`src/rtl/core/u8u16_pkg.sv`:
```
`default_nettype none

package u8u16_pkg;

  // Result status codes
  typedef enum logic [1:0] {
    ST_OK       = 2'd0,
    ST_BAD_LEAD = 2'd1,
    ST_TOO_BIG  = 2'd2,
    ST_TRUNC    = 2'd3
  } status_t;

  localparam int CP_W = 21;

  localparam logic [CP_W-1:0] CP_MAX    = 21'h10FFFF;
  localparam logic [CP_W-1:0] SUPP_BASE = 21'h010000;
  localparam logic [15:0]     SUR_HIGH  = 16'hD800;
  localparam logic [15:0]     SUR_LOW   = 16'hDC00;

  // One decoded item handed from the front end to the emitter.
  // code is zero for every error item.
  typedef struct packed {
    logic [CP_W-1:0] code;
    status_t         status;
    logic            eos;
  } job_t;

endpackage

`default_nettype wire

```
`src/rtl/core/u8u16_front.sv`:
```
`default_nettype none

module u8u16_front (
  input  wire logic          clk,
  input  wire logic          rst_n,
  input  wire logic          accept,
  input  wire logic [7:0]    byte_in,
  input  wire logic          eos,
  output logic               push,
  output u8u16_pkg::job_t    push_job
);
  import u8u16_pkg::*;

  logic [CP_W-1:0] acc_r, acc_nxt;
  logic [1:0]      rem_r, rem_nxt;
  logic            drop_r, drop_nxt;

  logic [CP_W-1:0] acc_w;
  logic [1:0]      rem_w;
  logic            complete;
  logic            is_err;
  status_t         err_code;

  always_ff @(posedge clk) begin
    if (!rst_n) begin
      acc_r  <= '0;
      rem_r  <= '0;
      drop_r <= 1'b0;
    end else begin
      acc_r  <= acc_nxt;
      rem_r  <= rem_nxt;
      drop_r <= drop_nxt;
    end
  end

  always_comb begin
    acc_nxt  = acc_r;
    rem_nxt  = rem_r;
    drop_nxt = drop_r;
    push     = 1'b0;
    push_job = '0;
    acc_w    = acc_r;
    rem_w    = rem_r;
    complete = 1'b0;
    is_err   = 1'b0;
    err_code = ST_OK;

    if (accept) begin
      if (drop_r) begin
        // discard until the string closes
        if (eos) begin
          drop_nxt = 1'b0;
        end
      end else begin
        if (rem_r == 2'd0) begin
          if (!byte_in[7]) begin
            acc_w    = {{(CP_W-8){1'b0}}, byte_in};
            complete = 1'b1;
          end else if (byte_in[7:5] == 3'b110) begin
            acc_w = {{(CP_W-5){1'b0}}, byte_in[4:0]};
            rem_w = 2'd1;
          end else if (byte_in[7:4] == 4'b1110) begin
            acc_w = {{(CP_W-4){1'b0}}, byte_in[3:0]};
            rem_w = 2'd2;
          end else if (byte_in[7:3] == 5'b11110) begin
            acc_w = {{(CP_W-3){1'b0}}, byte_in[2:0]};
            rem_w = 2'd3;
          end else begin
            is_err   = 1'b1;
            err_code = ST_BAD_LEAD;
          end
        end else begin
          // continuation tag bits are not checked
          acc_w    = {acc_r[CP_W-7:0], byte_in[5:0]};
          rem_w    = rem_r - 2'd1;
          complete = (rem_r == 2'd1);
        end

        acc_nxt = acc_w;
        rem_nxt = rem_w;

        if (complete) begin
          acc_nxt = '0;
          if (acc_w <= CP_MAX) begin
            push            = 1'b1;
            push_job.code   = acc_w;
            push_job.status = ST_OK;
            push_job.eos    = eos;
          end else begin
            is_err   = 1'b1;
            err_code = ST_TOO_BIG;
          end
        end

        if (is_err) begin
          push            = 1'b1;
          push_job.code   = '0;
          push_job.status = err_code;
          push_job.eos    = eos;
          acc_nxt         = '0;
          rem_nxt         = '0;
          drop_nxt        = !eos;
        end else if (eos && (rem_w != 2'd0)) begin
          push            = 1'b1;
          push_job.code   = '0;
          push_job.status = ST_TRUNC;
          push_job.eos    = 1'b1;
          acc_nxt         = '0;
          rem_nxt         = '0;
        end
      end
    end
  end

endmodule

`default_nettype wire

```
`src/rtl/core/u8u16_queue.sv`:
```
`default_nettype none

module u8u16_queue #(
  parameter int DEPTH = 4
) (
  input  wire logic          clk,
  input  wire logic          rst_n,
  input  wire logic          push,
  input  wire u8u16_pkg::job_t push_job,
  input  wire logic          pop,
  output u8u16_pkg::job_t    head,
  output logic               full,
  output logic               empty
);
  import u8u16_pkg::*;

  localparam int PTR_W = (DEPTH > 1) ? $clog2(DEPTH) : 1;
  localparam int CNT_W = $clog2(DEPTH + 1);
  localparam logic [PTR_W-1:0] LAST_SLOT = PTR_W'(DEPTH - 1);
  localparam logic [CNT_W-1:0] FULL_CNT  = CNT_W'(DEPTH);

  job_t             slots_r [DEPTH];
  logic [PTR_W-1:0] wr_ptr_r, wr_ptr_nxt;
  logic [PTR_W-1:0] rd_ptr_r, rd_ptr_nxt;
  logic [CNT_W-1:0] count_r, count_nxt;

  assign full  = (count_r == FULL_CNT);
  assign empty = (count_r == '0);
  assign head  = slots_r[rd_ptr_r];

  always_comb begin
    wr_ptr_nxt = wr_ptr_r;
    rd_ptr_nxt = rd_ptr_r;
    count_nxt  = count_r;
    if (push) begin
      wr_ptr_nxt = (wr_ptr_r == LAST_SLOT) ? '0 : wr_ptr_r + 1'b1;
    end
    if (pop) begin
      rd_ptr_nxt = (rd_ptr_r == LAST_SLOT) ? '0 : rd_ptr_r + 1'b1;
    end
    if (push && !pop) begin
      count_nxt = count_r + 1'b1;
    end else if (pop && !push) begin
      count_nxt = count_r - 1'b1;
    end
  end

  always_ff @(posedge clk) begin
    if (!rst_n) begin
      wr_ptr_r <= '0;
      rd_ptr_r <= '0;
      count_r  <= '0;
    end else begin
      wr_ptr_r <= wr_ptr_nxt;
      rd_ptr_r <= rd_ptr_nxt;
      count_r  <= count_nxt;
    end
  end

  always_ff @(posedge clk) begin
    if (push) begin
      slots_r[wr_ptr_r] <= push_job;
    end
  end

endmodule

`default_nettype wire

```
`src/rtl/core/u8u16_back.sv`:
```
`default_nettype none

module u8u16_back (
  input  wire logic            clk,
  input  wire logic            rst_n,
  input  wire u8u16_pkg::job_t head,
  input  wire logic            empty,
  output logic                 pop,
  output logic                 out_valid,
  input  wire logic            out_ready,
  output logic [15:0]          out_code,
  output u8u16_pkg::status_t   out_status,
  output logic                 out_lor,
  output logic                 out_los
);
  import u8u16_pkg::*;

  logic            valid_r, valid_nxt;
  logic            phase_r, phase_nxt;
  logic [15:0]     code_r, code_nxt;
  status_t         status_r, status_nxt;
  logic            lor_r, lor_nxt;
  logic            los_r, los_nxt;

  logic            load;
  logic            is_pair;
  logic [CP_W-1:0] offs;
  logic [15:0]     unit_high;
  logic [15:0]     unit_low;

  assign offs      = head.code - SUPP_BASE;
  assign unit_high = SUR_HIGH | {6'd0, offs[19:10]};
  assign unit_low  = SUR_LOW  | {6'd0, offs[9:0]};
  assign is_pair   = (head.status == ST_OK) && (head.code[CP_W-1:16] != '0);
  assign load      = !valid_r || out_ready;

  always_comb begin
    valid_nxt  = valid_r;
    phase_nxt  = phase_r;
    code_nxt   = code_r;
    status_nxt = status_r;
    lor_nxt    = lor_r;
    los_nxt    = los_r;
    pop        = 1'b0;
    if (load) begin
      if (phase_r) begin
        // second half of a surrogate pair
        valid_nxt  = 1'b1;
        code_nxt   = unit_low;
        status_nxt = ST_OK;
        lor_nxt    = 1'b1;
        los_nxt    = head.eos;
        phase_nxt  = 1'b0;
        pop        = 1'b1;
      end else if (!empty) begin
        valid_nxt  = 1'b1;
        status_nxt = head.status;
        if (is_pair) begin
          code_nxt  = unit_high;
          lor_nxt   = 1'b0;
          los_nxt   = 1'b0;
          phase_nxt = 1'b1;
        end else begin
          code_nxt = head.code[15:0];
          lor_nxt  = 1'b1;
          los_nxt  = head.eos;
          pop      = 1'b1;
        end
      end else begin
        valid_nxt = 1'b0;
      end
    end
  end

  always_ff @(posedge clk) begin
    if (!rst_n) begin
      valid_r <= 1'b0;
      phase_r <= 1'b0;
    end else begin
      valid_r <= valid_nxt;
      phase_r <= phase_nxt;
    end
  end

  always_ff @(posedge clk) begin
    code_r   <= code_nxt;
    status_r <= status_nxt;
    lor_r    <= lor_nxt;
    los_r    <= los_nxt;
  end

  assign out_valid  = valid_r;
  assign out_code   = code_r;
  assign out_status = status_r;
  assign out_lor    = lor_r;
  assign out_los    = los_r;

endmodule

`default_nettype wire

```
`src/rtl/core/utf8_to_utf16_transcoder_core.sv`:
```
`default_nettype none

// UTF-8 to UTF-16 transcoder.
//
// Input channel (in_*): one UTF-8 byte per transfer in in_tdata, with in_tlast
// marking the final byte of a string. Output channel (out_*): one UTF-16 code
// unit per transfer in out_tdata, its status and a last-of-run flag in
// out_tuser, and out_tlast on the result that closes a string.
//
// A byte that completes a code point above 0xFFFF yields a surrogate pair,
// high unit first. A bad lead byte or an out-of-range code point yields one
// error result with a zero code unit; the rest of that string is dropped.
// A string that ends inside a sequence yields one truncated result.
//
// Throughput: one byte per cycle while the queue has room, one result per
// cycle while out_tready is high. A pair only follows a four-byte sequence,
// so the stream keeps pace. A result passes through the queue and then the
// output register before it shows on out_tvalid; the low half of a pair
// is loaded into the output register once the high half is taken.
// The decoder front end writes into a QUEUE_DEPTH-entry queue; the emitter
// drains it into an output register. When the receiver stalls, hold the
// output and keep accepting bytes until the queue fills, then drop in_tready.
// Reset clears the decoder state, empties the queue and clears out_tvalid.
module utf8_to_utf16_transcoder_core #(
  parameter int QUEUE_DEPTH = 4
) (
  input  wire logic        clk,
  input  wire logic        rst_n,
  input  wire logic        in_tvalid,
  output logic             in_tready,
  input  wire logic [7:0]  in_tdata,   // [7:0] byte_in
  input  wire logic        in_tlast,   // end_of_string
  output logic             out_tvalid,
  input  wire logic        out_tready,
  output logic [15:0]      out_tdata,  // [15:0] code_unit
  output logic [2:0]       out_tuser,  // [1:0] status, [2] last_of_run
  output logic             out_tlast   // last_of_string
);
  import u8u16_pkg::*;

  logic    q_push;
  logic    q_pop;
  logic    q_full;
  logic    q_empty;
  job_t    q_in;
  job_t    q_head;
  logic    in_accept;
  status_t res_status;
  logic    res_lor;

  // Accept a byte whenever the queue has room, even with results waiting.
  assign in_tready = !q_full;
  assign in_accept = in_tvalid && in_tready;

  u8u16_front u_front (
    .clk      (clk),
    .rst_n    (rst_n),
    .accept   (in_accept),
    .byte_in  (in_tdata),
    .eos      (in_tlast),
    .push     (q_push),
    .push_job (q_in)
  );

  u8u16_queue #(
    .DEPTH (QUEUE_DEPTH)
  ) u_queue (
    .clk      (clk),
    .rst_n    (rst_n),
    .push     (q_push),
    .push_job (q_in),
    .pop      (q_pop),
    .head     (q_head),
    .full     (q_full),
    .empty    (q_empty)
  );

  u8u16_back u_back (
    .clk        (clk),
    .rst_n      (rst_n),
    .head       (q_head),
    .empty      (q_empty),
    .pop        (q_pop),
    .out_valid  (out_tvalid),
    .out_ready  (out_tready),
    .out_code   (out_tdata),
    .out_status (res_status),
    .out_lor    (res_lor),
    .out_los    (out_tlast)
  );

  assign out_tuser = {res_lor, res_status};

  // A high surrogate is followed at once by its low surrogate.
  a_pair_follows : assert property (@(posedge clk) disable iff (!rst_n)
    (out_tvalid && out_tready && !out_tuser[2])
      |=> (out_tvalid && out_tdata[15:10] == 6'b110111))
    else $error("low surrogate did not follow high surrogate");

  // Error results carry a zero unit and end their run.
  a_err_shape : assert property (@(posedge clk) disable iff (!rst_n)
    (out_tvalid && out_tuser[1:0] != ST_OK) |-> (out_tdata == 16'd0 && out_tuser[2]))
    else $error("malformed error result");

  // Only the last result of a byte may close a string.
  a_close_last : assert property (@(posedge clk) disable iff (!rst_n)
    (out_tvalid && out_tlast) |-> out_tuser[2])
    else $error("string closed mid-run");

endmodule

`default_nettype wire

```
`config.mk`:
```
export PLATFORM = sky130hd
export DESIGN_NAME = utf8_to_utf16_transcoder_core
export DESIGN_NICKNAME = d
export VERILOG_FILES = /design/src/rtl/core/u8u16_pkg.sv /design/src/rtl/core/u8u16_front.sv /design/src/rtl/core/u8u16_queue.sv /design/src/rtl/core/u8u16_back.sv /design/src/rtl/core/utf8_to_utf16_transcoder_core.sv
export SDC_FILE = /design/constraint.sdc
export NUM_CORES = 1
export LEC_CHECK = 0
export ABC_AREA = 1
export BUFFER_PORTS_ARGS = -buffer_cell sky130_fd_sc_hd__buf_2
export CORE_MARGIN = 2
export CORE_UTILIZATION = 41
export DETAILED_ROUTE_END_ITERATION = 12
export GPL_TIMING_DRIVEN = 0
export PLACE_DENSITY = 0.67
export SLEW_MARGIN = 10
export SYNTH_ARGS = -nofsm -noshare
export SYNTH_HDL_FRONTEND = slang
export SYNTH_SLANG_ARGS = --single-unit
```
`constraint.sdc`:
```
create_clock -name clk -period 2.8 [get_ports clk]
set_input_delay 0.14 -clock clk [delete_from_list [all_inputs] [get_ports clk]]
set_output_delay 0.14 -clock clk [all_outputs]
set_load 0.05 [all_outputs]
```
==> results of run 1 <==
kinds of logic after synthesis:
logic type | after synthesis | share of synthesized area [%]
compound gates | 132 | 11.3
xor+xnor | 2 | 0.266
fa+ha+maj | 8 | 1.64
buf+inv | 94 | 6.07
flops | 151 | 63.6
simple gates | 264 | 17.1
cell usage after synthesis:
| cell type | count |
|---|---|
| buf_1 | 3 |
| buf_2 | 10 |
| nand3_2 | 4 |
| clkbuf_1 | 9 |
| buf_4 | 3 |
| fa_1 | 1 |
| edfxtp_1 | 116 |
| xor2_1 | 1 |
| inv_2 | 7 |
| a21oi_1 | 47 |
| o211ai_1 | 1 |
| o22a_1 | 2 |
| nor3_1 | 4 |
| nand2_1 | 114 |
| o22ai_2 | 1 |
| o21ai_0 | 55 |
| nand3_4 | 1 |
| nor2_1 | 94 |
| ha_1 | 7 |
| inv_1 | 59 |
| nor2_4 | 2 |
| a32o_1 | 7 |
| nor2_2 | 2 |
| nand3_1 | 29 |
| nand2_2 | 2 |
| o21ai_1 | 2 |
| xnor2_1 | 1 |
| buf_6 | 3 |
| dfxtp_1 | 35 |
| or2_2 | 4 |
| a21oi_2 | 2 |
| o22ai_1 | 13 |
| nand4_1 | 8 |
| o21ai_2 | 2 |
per-layer routing:
| layer | global-route usage, % | vias to the layer above | routed length, µm |
|---|---|---|---|
| met4 | 8.39 | 0 | 355 |
| li1 | - | 2358 | - |
| met5 | 0 | - | 0 |
| met2 | 32.0 | 141 | 7570 |
| met1 | 23.7 | 2353 | 6770 |
| met3 | 4.32 | 28 | 765 |
worst max path at each step:
stage,from,endpoint,cells past startpoint
2_1_floorplan,u_queue.count_r[1]$_SDFFE_PN0P_,u_queue.slots_r[0][0]$_DFFE_PP_,6
3_3_place_gp,u_front.rem_r[1]$_SDFFE_PN0P_,u_queue.slots_r[3][5]$_DFFE_PP_,10
3_5_place_dp,register,u_queue.count_r[2]$_SDFFE_PN0P_,16
4_1_cts,register,u_queue.count_r[2]$_SDFFE_PN0P_,15
5_1_grt,register,u_queue.count_r[2]$_SDFFE_PN0P_,14
6_report,register,u_queue.count_r[2]$_SDFFE_PN0P_,14
stage by stage:
stage                     setup TNS, ns  utilization (%)
after floorplan                   -9.11                -
after global placement           -85.02             44.5
after detailed placement         -0.747             44.7
after CTS                             0             49.1
after global routing           -0.00279             49.7
final                                 0             49.7
state kept, by name, summed over array words and instances, names as in the netlist, 2 cells and up, named ones only:
name	cells
u_front.acc_r	21
u_queue.count_r	3
u_back.out_code	16
u_queue.slots_r	96
u_front.rem_r	2
u_back.out_status	2
u_queue.rd_ptr_r	2
u_queue.wr_ptr_r	2
what timing repair did:
| item | in CTS | in global routing |
|---|---|---|
| hold buffers | 1 | 0 |
| buffers inserted | 2 | 10 |
| endpoints found under the hold margin | 1 | 0 |
| setup endpoints to repair | 2 | 2 |
| gates resized for setup | 18 | 11 |
| cloned | 0 | 1 |
| pin swaps | 3 | 1 |
where the power goes:
part	total [mW]	internal, mW	leakage, nW	switching [mW]
logic	2.63	0.731	1.21	1.90
registers	2.97	2.86	1.40	0.115
clock network	2.37	1.48	0.292	0.889
total	7.98	5.07	2.90	2.90
critical path, cell delays in order, from the launching register on:
cell     delay [ns]
dfxtp_4        0.41
inv_4          0.06
buf_6          0.13
a32o_1         0.27
ha_1           0.23
nand4_1        0.16
nand3_4        0.10
nand2_2        0.10
ha_1           0.14
inv_1          0.08
fa_2           0.37
a21oi_2        0.16
o21ai_1        0.10
o21ai_1        0.12
a21oi_1        0.05
area by class of cell:
class / count / area [µm²]
tap: 216 / 270
clock buffer: 19 / 433
inverter: 66 / 262
clock inverter: 13 / 179
fill: 1414 / 7940
multi-input combinational: 406 / 2060
buffer: 25 / 155
sequential: 151 / 4190
timing repair buffer: 47 / 270
timing repair inverter: 1 / 5.00
==> results.cfg, run 1 <==
[global_route]
first_global_vias = 4729
grt_pass1_wl_um = 24200
track_usage_pct = 19.1
antenna_found_initial = 0
grt_max_degree = 25
globalRoute.totalOverflow = 0

[critical_path]
timing.rr.end = u_queue.count_r[2]$_SDFFE_PN0P_
r2r_setup_slack_ns = 0.19
arrival_ns = 2.92
path_class = reg2reg
start_kind = register
critical_path.endpoint_type = register
r2r_cells = 14
cp_max_fo = 8
worstPathRequired_ns = 3.11

[floorplan]
die_h_um = 131
dieWidth_um = 131
start_util_pct = 41.7
rows = 46
fp.coreArea_um2 = 15800
io_pins = 35
dieArea_um2 = 17100

[outcome]
status = complete, no violations

[min_path]
min_delay_path_depth = 3
min_path_type = in2reg
hp-start = rst_n

[synthesis]
syn_inst = 651
ys_warn_count = 0
syn_avg_cell_area_um2 = 10.1
synth_seq_cells = 151
ys_types = 34
yosysSeqAreaShare_pct = 63.6
synth_top_cell_by_area = edfxtp_1
ys_top_cells_by_area = edfxtp_1 53%, dfxtp_1 11%, nand2_1 6.5%
syn_nets = 672
synth_area_um2 = 6580
yosysTopAreaCellShare_pct = 52.9

[drt]
wl_per_cell_um = 16.4
drt_iter0_drc = 475
postRouteAntennaNets = 0
firstDrtPassIters = 5
via_per_inst = 5.17
routed_wl_um = 15500
drc = 0
vias = 4880

[sta]
fmax_mhz = 383
clock_skew_ns = 0.00974
final_max_slew_viol_count = 0
timing.hold.ws_ns = 0.0421
period_share_pct = 93.2
tightestPinTransition_ns = 0.829
fin_ws_ns = 0.189
fin_crit_ns = 2.61
finalSetupViolations = 0
slew_headroom_pct = 44.6
hold_viol = 0

[placed_design]
dp_hpwl_um = 10100
place_area_um2 = 7050
io_buffers = 34
dp_slack_ns = -0.523
gp_congestion = 0.842
placed_cells = 901

[clock_network]
h-tree-depth = 4
clock-root-buffer = clkbuf_16
cts_buffer_depth = 2
clk_pin_slew_ns = 0.06
clk_latency_ns = 0.43
cts_sinks = 151
cts_tree = built
cts_buffers = 17

[layout]
final_common_cell = edfxtp_1
layout_common_cells = 116 x edfxtp_1, 113 x nand2_1, 89 x nor2_1
fin_nets = 736
instances_no_fill = 944
antenna_cells = 0
syn_to_final_growth_pct = 19.0
postLayoutCellArea_um2 = 7830
drive_gt1_share_pct = 17.7

[job]
maxCapViolCount = 0

[power]
ir_drop_mv = 0.508
leakagePower_nw = 2.90
powerDensity_nw_per_um2 = 1020
p_total_mw = 7.98
Power figures use the tool's default switching activity.
==> run 2, diff against run 1 <==
Settings changed: RECOVER_POWER from default to 25.
==> run 2 against run 1 <==
  * Sequential power is essentially flat
  * Worst setup slack about the same
  * Register-to-register slack about the same
  * Clock skew fell by 0.0013 ns
  * Non-clock buffer count is the same
  * Total power shrank 0.70%
  * Critical path depth unchanged
  * Combinational power is 2% lower
  * Clock power about the same
  * Cell area shrank 0.58%
  * Die area unchanged
==> results.cfg, run 2 (synthesized netlist as in run 1, its figures left out) <==
[layout]
final_common_cell = edfxtp_1
antenna_cells = 0
fin_nets = 736
utilization_pct = 49.4
nFillCells = 1424
instances_no_fill = 944
largest_reg_flops = 96
layout_common_cells = 116 x edfxtp_1, 113 x nand2_1, 89 x nor2_1
drive_gt1_share_pct = 14.3
top_register = u_queue.slots_r
syn_to_final_growth_pct = 18.4
multi_input_area_um2 = 2050
seqCellArea_um2 = 4190

[sta]
finalSetupViolations = 0
fmax_mhz = 383
hold_viol = 0
clock_skew_ns = 0.00848
fin_crit_ns = 2.61
slew_headroom_pct = 44.6
final_max_slew_viol_count = 0
tightestPinTransition_ns = 0.829
period_share_pct = 93.2
fin_setup_tns_ns = 0

[min_path]
min_path_type = in2reg

[power]
powerDensity_nw_per_um2 = 1020
leakagePower_nw = 2.83
ir_drop_mv = 0.507

[clock_network]
clk_pin_slew_ns = 0.06
cts_buffers = 17
clk_latency_ns = 0.43
clock-root-buffer = clkbuf_16
cts_buffer_depth = 2
cts_tree = built
cts_sinks = 151
h-tree-depth = 4

[floorplan]
dieWidth_um = 131
io_pins = 35
die_h_um = 131
fp.coreArea_um2 = 15800
rows = 46
dieArea_um2 = 17100
start_util_pct = 41.7

[critical_path]
timing.rr.end = u_queue.count_r[2]$_SDFFE_PN0P_
cp_max_fo = 8
critical_path.endpoint_type = register
arrival_ns = 2.92
worstPathRequired_ns = 3.11
r2r_cells = 14
path_class = reg2reg
r2r_setup_slack_ns = 0.19
start_kind = register
worstSetupEndpoint = u_queue.count_r[2]$_SDFFE_PN0P_

[global_route]
grt_pass1_wl_um = 24200
globalRoute.totalOverflow = 0
grt_max_degree = 25
track_usage_pct = 19.1
antenna_found_initial = 0
first_global_vias = 4729

[outcome]
status = complete, no violations

[drt]
firstDrtPassIters = 5
vias = 4900
drt_iter0_drc = 469
wl_per_cell_um = 16.4
postRouteAntennaNets = 0
via_per_inst = 5.19
drc = 0
routed_wl_um = 15400

[placed_design]
dp_hpwl_um = 10100
placed_cells = 901
gp_congestion = 0.842
io_buffers = 34

[job]
maxCapViolCount = 0
run 2: per-layer routing:
| metal | GRT usage, % | share of wire [%] | vias to the layer above |
|---|---|---|---|
| met3 | 4.32 | 5.3 | 30 |
| met5 | 0 | 0 | - |
| met4 | 8.39 | 2.4 | 0 |
| met1 | 23.7 | 43 | 2354 |
| met2 | 32.0 | 49 | 151 |
| li1 | - | - | 2365 |
run 2: final cells by class:
class / count / area share [%]
Timing Repair inverter: 1 / 0.0643
Clock buffer: 19 / 5.56
Clock inverter: 13 / 2.30
Buffer: 25 / 1.98
Multi-Input combinational cell: 406 / 26.3
Sequential cell: 151 / 53.9
Inverter: 66 / 3.36
Timing Repair Buffer: 47 / 3.07
Tap cell: 216 / 3.47
run 2: worst min path at each step:
stage	startpoint	end	slack, ns	cells past startpoint
3_3_place_gp	out_tready	u_back.phase_r$_SDFFE_PN0P_	0.43	4
3_5_place_dp	out_tready	u_back.phase_r$_SDFFE_PN0P_	0.44	4
5_1_grt	rst_n	u_queue.wr_ptr_r[0]$_SDFFE_PN0P_	0.06	3
2_1_floorplan	rst_n	u_front.drop_r$_SDFFE_PN0P_	0.28	2
6_report	rst_n	register	0.04	3
4_1_cts	rst_n	register	0.02	3
run 2: what timing repair did:
item,in CTS,in global routing
setup buffers,2,10
pin swaps,3,1
gates cloned,0,1
endpoints found under the setup margin,2,2
hold endpoints to repair,1,0
resized for setup,18,11
hold buffers,1,0
run 2: power by group:
group / total (mW) / switching [mW] / internal (mW)
clock network: 2.37 / 0.885 / 1.48
logic: 2.57 / 1.90 / 0.674
registers: 2.98 / 0.120 / 2.86
total: 7.92 / 2.90 / 5.02
run 2: critical path, cell delays in order (launching register included):
cell	delay, ns
dfxtp_4	0.41
inv_4	0.06
buf_6	0.13
a32o_1	0.27
ha_1	0.23
nand4_1	0.17
nand3_4	0.10
nand2_2	0.10
ha_1	0.14
inv_1	0.08
fa_2	0.37
a21oi_2	0.16
o21ai_1	0.10
o21ai_1	0.12
a21oi_1	0.05
run 2: through the flow:
stage                     area (µm²)  hold WS [ns]  worst slack (ns)  total power, mW
after floorplan                 6580         0.278           -0.0949             4.80
after global placement          7020         0.427            -0.936             5.37
after detailed placement        7050         0.437            -0.523             5.46
after CTS                       7740        0.0237            0.0108             7.92
after global routing            7790        0.0569          -0.00279             8.36
final                           7790        0.0425             0.189             7.92
